## src/hdl/lbcs_pkg.sv

```systemverilog
package lbcs_pkg;

    // Table geometry and search window.
    localparam int ROWS        = 128;
    localparam int SEARCH_LOW  = 5;
    localparam int SEARCH_HIGH = 110;

    localparam int ADDR_W  = $clog2(ROWS);
    localparam int SCAN_W  = ADDR_W + 1;
    localparam int COL_W   = 8;
    localparam int ROW_W   = 7;
    localparam int TEAR_W  = 7;
    localparam int KIND_W  = 2;
    localparam int CMP_W   = (SCAN_W > TEAR_W) ? SCAN_W : TEAR_W;

    // Nine-row window around the candidate row; the candidate sits in the middle.
    localparam int WIN     = 9;
    localparam int WIN_C   = 4;
    localparam int WCNT_W  = $clog2(WIN + 1);

    localparam int QDEPTH  = 2;

    localparam int S_TDATA_W = 40;
    localparam int S_TUSER_W = 2;
    localparam int M_TDATA_W = 16;
    localparam int CFG_IDX_W = 3;
    localparam int CFG_DAT_W = 8;

    localparam logic [KIND_W-1:0] KIND_WRITE = 2'd0;
    localparam logic [KIND_W-1:0] KIND_LOWER = 2'd1;
    localparam logic [KIND_W-1:0] KIND_UPPER = 2'd2;
    localparam logic [KIND_W-1:0] KIND_NONE  = 2'd3;

    localparam logic [CFG_IDX_W-1:0] CFG_FLAT = 3'd0;
    localparam logic [CFG_IDX_W-1:0] CFG_NEAR = 3'd1;
    localparam logic [CFG_IDX_W-1:0] CFG_MID  = 3'd2;
    localparam logic [CFG_IDX_W-1:0] CFG_FAR  = 3'd3;
    localparam logic [CFG_IDX_W-1:0] CFG_TEAR = 3'd4;

    // For a row write, lo carries the row and hi is unused.
    typedef struct packed {
        logic [KIND_W-1:0] kind;
        logic [SCAN_W-1:0] lo;
        logic [SCAN_W-1:0] hi;
        logic [COL_W-1:0]  lx;
        logic [COL_W-1:0]  rx;
    } t_cmd;

    typedef struct packed {
        logic [COL_W-1:0]  flat;
        logic [COL_W-1:0]  near;
        logic [COL_W-1:0]  mid;
        logic [COL_W-1:0]  far;
        logic [TEAR_W-1:0] tear;
    } t_cfg;

    typedef logic [WIN-1:0][COL_W-1:0] t_win;

    function automatic logic [COL_W-1:0] col_dist(input logic [COL_W-1:0] a,
                                                  input logic [COL_W-1:0] b);
        return (a > b) ? a - b : b - a;
    endfunction

    // Signed jump test: (c - x) >= j on the left side, (x - c) >= j on the right.
    function automatic logic jump_ok(input logic [COL_W-1:0] c, input logic [COL_W-1:0] x,
                                     input logic left, input logic [COL_W-1:0] j);
        logic [COL_W:0] d;
        d = left ? ({1'b0, c} - {1'b0, x}) : ({1'b0, x} - {1'b0, c});
        return !d[COL_W] && (d[COL_W-1:0] >= j);
    endfunction

    // Window index k holds row (candidate - WIN_C + k).
    function automatic logic corner(input t_win w, input logic up, input logic left,
                                    input t_cfg cfg);
        logic flat;
        logic jump;
        if (!up) begin
            flat = (col_dist(w[WIN_C], w[WIN_C-1]) <= cfg.flat) &&
                   (col_dist(w[WIN_C-1], w[WIN_C-2]) <= cfg.flat) &&
                   (col_dist(w[WIN_C-2], w[WIN_C-3]) <= cfg.flat);
            jump = jump_ok(w[WIN_C], w[WIN_C+2], left, cfg.near) &&
                   jump_ok(w[WIN_C], w[WIN_C+3], left, cfg.mid) &&
                   jump_ok(w[WIN_C], w[WIN_C+4], left, cfg.far);
        end else begin
            flat = (col_dist(w[WIN_C], w[WIN_C+1]) <= cfg.flat) &&
                   (col_dist(w[WIN_C+1], w[WIN_C+2]) <= cfg.flat) &&
                   (col_dist(w[WIN_C+2], w[WIN_C+3]) <= cfg.flat);
            jump = jump_ok(w[WIN_C], w[WIN_C-2], left, cfg.near) &&
                   jump_ok(w[WIN_C], w[WIN_C-3], left, cfg.mid) &&
                   jump_ok(w[WIN_C], w[WIN_C-4], left, cfg.far);
        end
        return flat && jump;
    endfunction

endpackage

```

## src/hdl/lbcs_front.sv

```systemverilog
module lbcs_front import lbcs_pkg::*; (
    input  logic                 i_s_tvalid,
    input  logic [S_TDATA_W-1:0] i_s_tdata,  // row, left_x, right_x, start_row, end_row
    input  logic [S_TUSER_W-1:0] i_s_tuser,  // kind
    input  logic                 i_q_full,
    output logic                 o_s_tready,
    output logic                 o_push,
    output t_cmd                 o_cmd
);

    logic [SCAN_W-1:0] start_r;
    logic [SCAN_W-1:0] end_r;
    logic [SCAN_W-1:0] lo_raw;
    logic [SCAN_W-1:0] hi_raw;

    function automatic logic [SCAN_W-1:0] clamp(input logic [SCAN_W-1:0] v);
        if (v > SCAN_W'(SEARCH_HIGH)) begin
            return SCAN_W'(SEARCH_HIGH);
        end else if (v < SCAN_W'(SEARCH_LOW)) begin
            return SCAN_W'(SEARCH_LOW);
        end
        return v;
    endfunction

    assign start_r = SCAN_W'(i_s_tdata[29:23]);
    assign end_r   = SCAN_W'(i_s_tdata[36:30]);
    assign lo_raw  = (start_r > end_r) ? end_r : start_r;
    assign hi_raw  = (start_r > end_r) ? start_r : end_r;

    assign o_s_tready = !i_q_full;
    // An unused kind is taken off the bus and dropped here.
    assign o_push     = i_s_tvalid && !i_q_full && (i_s_tuser != KIND_NONE);

    always_comb begin
        o_cmd.kind = i_s_tuser;
        o_cmd.lx   = i_s_tdata[14:7];
        o_cmd.rx   = i_s_tdata[22:15];
        if (i_s_tuser == KIND_WRITE) begin
            o_cmd.lo = SCAN_W'(i_s_tdata[6:0]);
            o_cmd.hi = '0;
        end else begin
            o_cmd.lo = clamp(lo_raw);
            o_cmd.hi = clamp(hi_raw);
        end
    end

endmodule

```

## src/hdl/lbcs_queue.sv

```systemverilog
module lbcs_queue import lbcs_pkg::*; (
    input  logic i_clk,
    input  logic i_rst_n,
    input  logic i_push,
    input  t_cmd i_cmd,
    input  logic i_pop,
    output logic o_valid,
    output logic o_full,
    output t_cmd o_cmd
);

    localparam int QA_W = (QDEPTH > 1) ? $clog2(QDEPTH) : 1;
    localparam int QC_W = $clog2(QDEPTH + 1);

    t_cmd            r_mem [QDEPTH];
    logic [QA_W-1:0] r_wp;
    logic [QA_W-1:0] r_rp;
    logic [QC_W-1:0] r_cnt;

    function automatic logic [QA_W-1:0] bump(input logic [QA_W-1:0] p);
        return (p == QA_W'(QDEPTH - 1)) ? '0 : p + 1'b1;
    endfunction

    assign o_valid = (r_cnt != '0);
    assign o_full  = (r_cnt == QC_W'(QDEPTH));
    assign o_cmd   = r_mem[r_rp];

    always_ff @(posedge i_clk) begin
        if (i_push) begin
            r_mem[r_wp] <= i_cmd;
        end
    end

    always_ff @(posedge i_clk) begin
        if (!i_rst_n) begin
            r_wp  <= '0;
            r_rp  <= '0;
            r_cnt <= '0;
        end else begin
            if (i_push) begin
                r_wp <= bump(r_wp);
            end
            if (i_pop) begin
                r_rp <= bump(r_rp);
            end
            if (i_push && !i_pop) begin
                r_cnt <= r_cnt + 1'b1;
            end else if (!i_push && i_pop) begin
                r_cnt <= r_cnt - 1'b1;
            end
        end
    end

endmodule

```

## src/hdl/lbcs_back.sv

```systemverilog
module lbcs_back import lbcs_pkg::*; (
    input  logic             i_clk,
    input  logic             i_rst_n,
    input  t_cfg             i_cfg,
    input  logic             i_cmd_valid,
    input  t_cmd             i_cmd,
    output logic             o_cmd_pop,
    output logic             o_res_valid,
    input  logic             i_res_ready,
    output logic [ROW_W-1:0] o_left_row,
    output logic [ROW_W-1:0] o_right_row
);

    localparam logic [1:0] ST_IDLE = 2'd0;
    localparam logic [1:0] ST_SCAN = 2'd1;
    localparam logic [1:0] ST_DONE = 2'd2;

    logic [1:0]        r_state;
    logic [1:0]        n_state;

    logic [COL_W-1:0]  mem_l [ROWS];
    logic [COL_W-1:0]  mem_r [ROWS];
    logic [COL_W-1:0]  r_lrd;
    logic [COL_W-1:0]  r_rrd;

    logic [SCAN_W-1:0] r_addr;
    logic [SCAN_W-1:0] r_last;
    logic [SCAN_W-1:0] r_row;
    logic [SCAN_W-1:0] r_hi;
    logic [SCAN_W-1:0] r_lf;
    logic [SCAN_W-1:0] r_rf;
    logic [SCAN_W-1:0] n_lf;
    logic [SCAN_W-1:0] n_rf;
    logic              r_up;
    logic              r_rd_v;
    logic              r_fresh;
    logic [WCNT_W-1:0] r_wcnt;
    t_win              r_lwin;
    t_win              r_rwin;
    logic              r_res_valid;
    logic [ROW_W-1:0]  r_left;
    logic [ROW_W-1:0]  r_right;

    logic              is_search;
    logic              we;
    logic [ADDR_W-1:0] wa;
    logic              rd_issue;
    logic [ADDR_W-1:0] rd_addr;
    logic              eval;
    logic              lc;
    logic              rc;
    logic              scan_end;
    logic              out_free;
    logic [SCAN_W-1:0] row_gap;
    logic              tear;

    assign is_search = (i_cmd.kind == KIND_LOWER) || (i_cmd.kind == KIND_UPPER);
    assign o_cmd_pop = (r_state == ST_IDLE) && i_cmd_valid;
    assign we        = o_cmd_pop && (i_cmd.kind == KIND_WRITE) && (i_cmd.lo < SCAN_W'(ROWS));
    assign wa        = ADDR_W'(i_cmd.lo);

    // Neighbor rows past the table end wrap around to its start.
    assign rd_issue  = (r_state == ST_SCAN) && (r_addr <= r_last);
    assign rd_addr   = (r_addr >= SCAN_W'(ROWS)) ? ADDR_W'(r_addr - SCAN_W'(ROWS))
                                                 : ADDR_W'(r_addr);

    assign eval      = (r_state == ST_SCAN) && r_fresh && (r_wcnt == WCNT_W'(WIN));
    assign lc        = corner(r_lwin, r_up, 1'b1, i_cfg);
    assign rc        = corner(r_rwin, r_up, 1'b0, i_cfg);
    assign n_lf      = (eval && (r_lf == '0) && lc) ? r_row : r_lf;
    assign n_rf      = (eval && (r_rf == '0) && rc) ? r_row : r_rf;
    // Once both sides are found nothing can change, so the scan may stop.
    assign scan_end  = eval && ((r_row == r_hi) || ((n_lf != '0) && (n_rf != '0)));

    assign out_free  = !r_res_valid || i_res_ready;
    assign row_gap   = (r_lf > r_rf) ? r_lf - r_rf : r_rf - r_lf;
    assign tear      = CMP_W'(row_gap) >= CMP_W'(i_cfg.tear);

    assign o_res_valid = r_res_valid;
    assign o_left_row  = r_left;
    assign o_right_row = r_right;

    always_comb begin
        n_state = r_state;
        unique case (r_state)
            ST_IDLE: begin
                if (o_cmd_pop && is_search) begin
                    n_state = ST_SCAN;
                end
            end
            ST_SCAN: begin
                if (scan_end) begin
                    n_state = ST_DONE;
                end
            end
            ST_DONE: begin
                if (out_free) begin
                    n_state = ST_IDLE;
                end
            end
            default: n_state = ST_IDLE;
        endcase
    end

    always_ff @(posedge i_clk) begin
        if (we) begin
            mem_l[wa] <= i_cmd.lx;
            mem_r[wa] <= i_cmd.rx;
        end
        r_lrd <= mem_l[rd_addr];
        r_rrd <= mem_r[rd_addr];
    end

    always_ff @(posedge i_clk) begin
        if (!i_rst_n) begin
            r_state     <= ST_IDLE;
            r_rd_v      <= 1'b0;
            r_fresh     <= 1'b0;
            r_wcnt      <= '0;
            r_res_valid <= 1'b0;
        end else begin
            r_state <= n_state;
            r_rd_v  <= rd_issue && !scan_end;
            r_fresh <= (r_state == ST_SCAN) && r_rd_v && !scan_end;
            if (o_cmd_pop) begin
                r_wcnt <= '0;
            end else if ((r_state == ST_SCAN) && r_rd_v && (r_wcnt != WCNT_W'(WIN))) begin
                r_wcnt <= r_wcnt + 1'b1;
            end
            if ((r_state == ST_DONE) && out_free) begin
                r_res_valid <= 1'b1;
            end else if (i_res_ready) begin
                r_res_valid <= 1'b0;
            end
        end
    end

    always_ff @(posedge i_clk) begin
        if (o_cmd_pop && is_search) begin
            r_addr <= i_cmd.lo - SCAN_W'(WIN_C);
            r_last <= i_cmd.hi + SCAN_W'(WIN_C);
            r_row  <= i_cmd.lo;
            r_hi   <= i_cmd.hi;
            r_up   <= (i_cmd.kind == KIND_UPPER);
            r_lf   <= '0;
            r_rf   <= '0;
        end else begin
            if (rd_issue) begin
                r_addr <= r_addr + 1'b1;
            end
            if (eval) begin
                r_row <= r_row + 1'b1;
            end
            r_lf <= n_lf;
            r_rf <= n_rf;
        end
        if ((r_state == ST_SCAN) && r_rd_v) begin
            r_lwin <= {r_lrd, r_lwin[WIN-1:1]};
            r_rwin <= {r_rrd, r_rwin[WIN-1:1]};
        end
        if ((r_state == ST_DONE) && out_free) begin
            r_left  <= tear ? '0 : ROW_W'(r_lf);
            r_right <= tear ? '0 : ROW_W'(r_rf);
        end
    end

endmodule

```

## src/hdl/lane_boundary_corner_search.sv

```systemverilog
// Lane boundary corner search. Words on the input stream either load one row of the
// left and right boundary tables (kind 0), or ask for the lower (kind 1) or upper
// (kind 2) corners between two rows; kind 3 is taken and dropped. Only searches
// produce an output word, carrying the left and right corner rows, 0 meaning none.
// The search bounds are ordered and clamped to rows 5..110 before the scan. Rows
// must be loaded before a search reads them. Input words go into a two-entry queue,
// so the bus keeps moving while a search is at work until that queue is full. The
// back end writes a row load into the tables as it takes it from the queue. A search
// reads one row per cycle from each table: nine reads fill the window around the
// first candidate row, then one more per further row; it ends early as soon as both
// corners are found. The user must write thresholds on the configuration port only
// while the block is idle; the block does not enforce this. The port is always ready.
module lane_boundary_corner_search import lbcs_pkg::*; (
    input  logic                 i_clk,
    input  logic                 i_rst_n,
    input  logic                 i_s_tvalid,
    output logic                 o_s_tready,
    input  logic [S_TDATA_W-1:0] i_s_tdata,  // row, left_x, right_x, start_row, end_row
    input  logic [S_TUSER_W-1:0] i_s_tuser,  // kind
    output logic                 o_m_tvalid,
    input  logic                 i_m_tready,
    output logic [M_TDATA_W-1:0] o_m_tdata,  // left_row, right_row
    input  logic                 i_cfg_valid,
    output logic                 o_cfg_ready,
    input  logic [CFG_IDX_W-1:0] i_cfg_index,
    input  logic [CFG_DAT_W-1:0] i_cfg_data
);

    t_cfg             r_cfg;
    logic             push;
    t_cmd             fr_cmd;
    logic             q_full;
    logic             q_valid;
    logic             q_pop;
    t_cmd             q_cmd;
    logic [ROW_W-1:0] left_row;
    logic [ROW_W-1:0] right_row;
    logic [ROW_W-1:0] out_dist;

    assign o_cfg_ready = 1'b1;

    always_ff @(posedge i_clk) begin
        if (!i_rst_n) begin
            r_cfg.flat <= 8'd3;
            r_cfg.near <= 8'd7;
            r_cfg.mid  <= 8'd8;
            r_cfg.far  <= 8'd9;
            r_cfg.tear <= 7'd50;
        end else if (i_cfg_valid) begin
            unique case (i_cfg_index)
                CFG_FLAT: r_cfg.flat <= i_cfg_data;
                CFG_NEAR: r_cfg.near <= i_cfg_data;
                CFG_MID:  r_cfg.mid  <= i_cfg_data;
                CFG_FAR:  r_cfg.far  <= i_cfg_data;
                CFG_TEAR: r_cfg.tear <= i_cfg_data[TEAR_W-1:0];
                default: ;
            endcase
        end
    end

    lbcs_front u_front (
        .i_s_tvalid (i_s_tvalid),
        .i_s_tdata  (i_s_tdata),
        .i_s_tuser  (i_s_tuser),
        .i_q_full   (q_full),
        .o_s_tready (o_s_tready),
        .o_push     (push),
        .o_cmd      (fr_cmd)
    );

    lbcs_queue u_queue (
        .i_clk   (i_clk),
        .i_rst_n (i_rst_n),
        .i_push  (push),
        .i_cmd   (fr_cmd),
        .i_pop   (q_pop),
        .o_valid (q_valid),
        .o_full  (q_full),
        .o_cmd   (q_cmd)
    );

    lbcs_back u_back (
        .i_clk       (i_clk),
        .i_rst_n     (i_rst_n),
        .i_cfg       (r_cfg),
        .i_cmd_valid (q_valid),
        .i_cmd       (q_cmd),
        .o_cmd_pop   (q_pop),
        .o_res_valid (o_m_tvalid),
        .i_res_ready (i_m_tready),
        .o_left_row  (left_row),
        .o_right_row (right_row)
    );

    assign o_m_tdata = {2'b00, right_row, left_row};
    assign out_dist  = (left_row > right_row) ? left_row - right_row : right_row - left_row;

    a_pop_nonempty: assert property (@(posedge i_clk) disable iff (!i_rst_n)
        q_pop |-> q_valid)
        else $error("command taken from an empty queue");

    a_reset_quiet: assert property (@(posedge i_clk)
        !i_rst_n |=> !o_m_tvalid)
        else $error("result valid right after reset");

    a_left_range: assert property (@(posedge i_clk) disable iff (!i_rst_n)
        o_m_tvalid |-> (left_row == '0) ||
                       ((int'(left_row) >= SEARCH_LOW) && (int'(left_row) <= SEARCH_HIGH)))
        else $error("left corner outside the search range");

    a_tear: assert property (@(posedge i_clk) disable iff (!i_rst_n)
        o_m_tvalid && ((left_row != '0) || (right_row != '0)) |->
            (out_dist < r_cfg.tear))
        else $error("reported corners exceed the tear limit");

endmodule

```

## config.mk

```make
export PLATFORM = sky130hd
export DESIGN_NAME = lane_boundary_corner_search
export DESIGN_NICKNAME = d
export VERILOG_FILES = /design/src/hdl/lbcs_pkg.sv /design/src/hdl/lbcs_front.sv /design/src/hdl/lbcs_queue.sv /design/src/hdl/lbcs_back.sv /design/src/hdl/lane_boundary_corner_search.sv
export SDC_FILE = /design/constraint.sdc
export NUM_CORES = 2
export LEC_CHECK = 0
export BUFFER_PORTS_ARGS = -buffer_cell sky130_fd_sc_hd__buf_2
export CAP_MARGIN = 20
export CORE_UTILIZATION = 55
export DETAILED_ROUTE_END_ITERATION = 10
export PLACE_DENSITY = 0.73
export SYNTH_ARGS = -nofsm -noshare
export SYNTH_HDL_FRONTEND = slang
export SYNTH_SLANG_ARGS = --single-unit
```

## constraint.sdc

```tcl
create_clock -name i_clk -period 5.95 [get_ports i_clk]
set_input_delay 1.19 -clock i_clk [delete_from_list [all_inputs] [get_ports i_clk]]
set_output_delay 1.19 -clock i_clk [all_outputs]
set_load 0.02 [all_outputs]
```

==> flow_metrics.env <==
export IMPL_status="finished, violations left"
export IMPL_violations="DRC"
export IMPL_synth_top_cells_by_count="edfxtp_1, mux4_2, ha_1, inv_1, nor2_1"
export IMPL_start_util=0.554
export IMPL_clk_pin_slew_worst_paths_ns=0.06
export IMPL_final_setup_tns_ns=0
export IMPL_dp_cells=8627
export IMPL_fin_hold_ws_ns=0.404
export IMPL_reg2reg_depth=21
export IMPL_numCtsBuffers=229
export IMPL_use_met2=0.424
export IMPL_finalClockSkew_ns=0.0401
export IMPL_grt_max_degree=133
export IMPL_synthArstFlopShare=0
export IMPL_cp_required_ns=6.72
export IMPL_grtUsageMet1=0.375
export IMPL_p_leak_nw=40.5
export IMPL_synth_simple_area_share=0.0342
export IMPL_synth_top_area_cell="edfxtp_1"
export IMPL_track_usage=0.264
export IMPL_multi_input_comb_area_um2=33900
export IMPL_synth_cells=6029
export IMPL_clock_tree_root_cell="clkbuf_16"
export IMPL_ys_types=88
export IMPL_design_area_um2=119000
export IMPL_routed_wl_um=258000
export IMPL_hold_depth=0
export IMPL_tightest_slew_ns=1.25
export IMPL_io_buffers=70
export IMPL_fmax_mhz=181
export IMPL_synthMuxAreaShare=0.157
export IMPL_placementRows=161
export IMPL_grt_ovfl_total=0
export IMPL_drv_slew=0
export IMPL_avgViaCountPerCell=6.35
export IMPL_fin_crit_sh=0.929
export IMPL_cts_tree="yes"
export IMPL_clock_latency_ns=0.89
export IMPL_fill_cells=13261
export IMPL_ant_nets=0
export IMPL_antenna_found_initial=16
export IMPL_synth_top_family_by_area="multiplexers"
export IMPL_yosysWarnings=0
export IMPL_path_max_fanout=12
export IMPL_cellPowerDensity_nw_per_um2=413
export IMPL_grt_busiest_layer="met2"
export IMPL_synth_seq_area_share=0.663
export IMPL_ios=77
export IMPL_drive_gt1_frac=0.213
export IMPL_drt_iter0_markers=6524
export IMPL_cts_sinks=2385
export IMPL_syn_area_um2=107000
export IMPL_setup_viol=0
export IMPL_critPathLaunchType="flop"
export IMPL_hold_viol_final=0
export IMPL_synth_main_ff_cell="edfxtp_1"
export IMPL_die_area_um2=196000
export IMPL_ys_ff_latch=2385
export IMPL_hold_path_class="flop to flop"
export IMPL_peakVddDrop_uv=416
export IMPL_grt_pass1_vias=56917
export IMPL_drc=2
export IMPL_wl_per_cell_um=28.5
export IMPL_die_y_um=442
export IMPL_core_region_area_um2=193000
export IMPL_yosys_area_share_xor_xnor=0.0132
export IMPL_nNetsFinal=6944
export IMPL_rsz0062_at_grt="false"
export IMPL_die_w_um=442
export IMPL_hpwl_um=159000
export IMPL_grt_pass1_wl_um=379000
export IMPL_cap_violations=0
export IMPL_synth_avg_cell_area_um2=17.7
export IMPL_met3_usage=0.0411
export IMPL_place_area_um2=111000
export IMPL_final_seq_area_um2=70800
export IMPL_endpoint_kind="flop"
export IMPL_htreeDepth=4
export IMPL_yosys_area_share_adder=0.0674
export IMPL_synthMostInstantiatedCell="edfxtp_1"
export IMPL_hold_buffers=0
export IMPL_synth_edff_count=2300
export IMPL_via_count=57509
export IMPL_final_cells=9063
export IMPL_finalCoreUtilization=0.618
export IMPL_firstDrtPassIters=8
export IMPL_cts_buffer_depth=3
export IMPL_arrival_ns=6.30
export IMPL_ys_top_cells_by_area="edfxtp_1, mux4_2, ha_1, dfxtp_1, a21oi_1"
export IMPL_syn_to_final_growth_pct=11.5
export IMPL_gp_congestion=0.892
export IMPL_synth_compound_area_frac=0.0448
export IMPL_synth_top_cell_area_share=0.647
export IMPL_relSlewSlack=0.168
export IMPL_min_period_ns=5.53
export IMPL_critPathKind="flop to flop"
[stage by stage]
stage / total power, mW / setup slack [ns]
final: 49.1 / 0.420
after global routing: 50.6 / 0.0879
after CTS: 49.3 / 0.286
after detailed placement: 34.6 / 0.326
after global placement: 34.4 / 0.362
after floorplan: 29.7 / 1.02
[power by group]
| part | switching, mW | internal, mW | leakage [nW] |
|---|---|---|---|
| clock network | 6.39 | 8.25 | 3.67 |
| registers | 0.268 | 19.9 | 21.4 |
| logic | 8.19 | 6.08 | 15.4 |
| total | 14.8 | 34.3 | 40.5 |
[worst paths after layout]
path	from	endpoint	slack (ns)
worst max-delay path	u_back.r_lwin[32]	u_back.r_lf[3]	0.42
worst min register to register	u_back.r_lrd[4]	u_back.r_lwin[68]	0.40
worst max register to register	u_back.r_lwin[32]	u_back.r_lf[3]	0.42
worst min-delay path	u_back.r_lrd[4]	u_back.r_lwin[68]	0.40
[routing by layer]
| metal | up-vias | share of wire |
|---|---|---|
| met4 | 6 | 0.027 |
| met2 | 2779 | 0.49 |
| met5 | - | 0.00016 |
| met1 | 29631 | 0.40 |
| met3 | 375 | 0.082 |
| li1 | 24718 | - |
[critical path: stages (launching register included)]
cell      delay [ns]
edfxtp_1        0.38
inv_1           0.09
ha_1            0.15
inv_1           0.07
fa_1            0.43
a211oi_1        0.37
o21ai_1         0.14
a31oi_1         0.31
nor2_2          0.20
a211oi_1        0.29
a21oi_1         0.08
a221oi_1        0.37
xnor2_1         0.17
ha_1            0.28
nand2_1         0.08
nor2_1          0.04
a211o_1         0.26
o22ai_1         0.30
or4b_2          0.77
nor3_4          0.37
o21ai_1         0.12
a21oi_1         0.18
[sequential cells by signal (all words and copies together), names as in the netlist, 4 cells and up, named ones only]
register	count
u_back.mem_l	1024
u_back.r_addr	8
u_back.r_last	8
u_back.r_rf	8
u_back.o_right_row	7
u_back.r_lf	8
u_back.r_hi	5
u_back.mem_r	1024
u_back.o_left_row	7
u_back.r_lrd	8
u_queue.r_mem	64
u_back.r_wcnt	4
u_back.r_lwin	72
r_cfg	39
u_back.r_rrd	8
u_back.r_row	8
u_back.r_rwin	72
[final cells by class]
cell class              instances  area share
clock inverters               155      0.0140
clock buffers                 270      0.0499
diodes                          9    0.000189
multi-input cells            3092       0.285
repair buffers                301      0.0194
inverters                     325      0.0103
well taps                    2526      0.0266
flip-flops and latches       2385       0.595
[logic make-up after synthesis]
group / Yosys count
flops: 2385
mux: 823
simple gates: 790
compound gates: 763
buf+inv: 553
fa+ha+maj: 552
xor+xnor: 161
other cells: 2
[layout by cell type, fill, tap and decap left out, drive strengths merged, types with 9 or more instances in the layout]
cell	instances
a211oi	27
a21boi	20
a21o	78
a21oi	257
a31oi	10
and2	11
and3	19
and4	9
buf	301
bufinv	25
clkbuf	270
clkinv	112
clkinvlp	15
dfxtp	85
diode	9
edfxtp	2300
fa	38
ha	514
inv	328
mux2	67
mux2i	84
mux4	672
nand2	214
nand2b	24
nand3	48
nand4	45
nor2	289
nor2b	56
nor3	34
o2111ai	31
o211ai	20
o21a	24
o21ai	179
o21bai	14
o22ai	13
o31ai	12
or2	11
xnor2	109
xor2	52
[what timing repair did]
item                       4_1_cts  5_1_grt
resized for setup                0        3
setup endpoints to repair        0        8
setup buffers                    0        0
(Power assumes the default switching activity.)
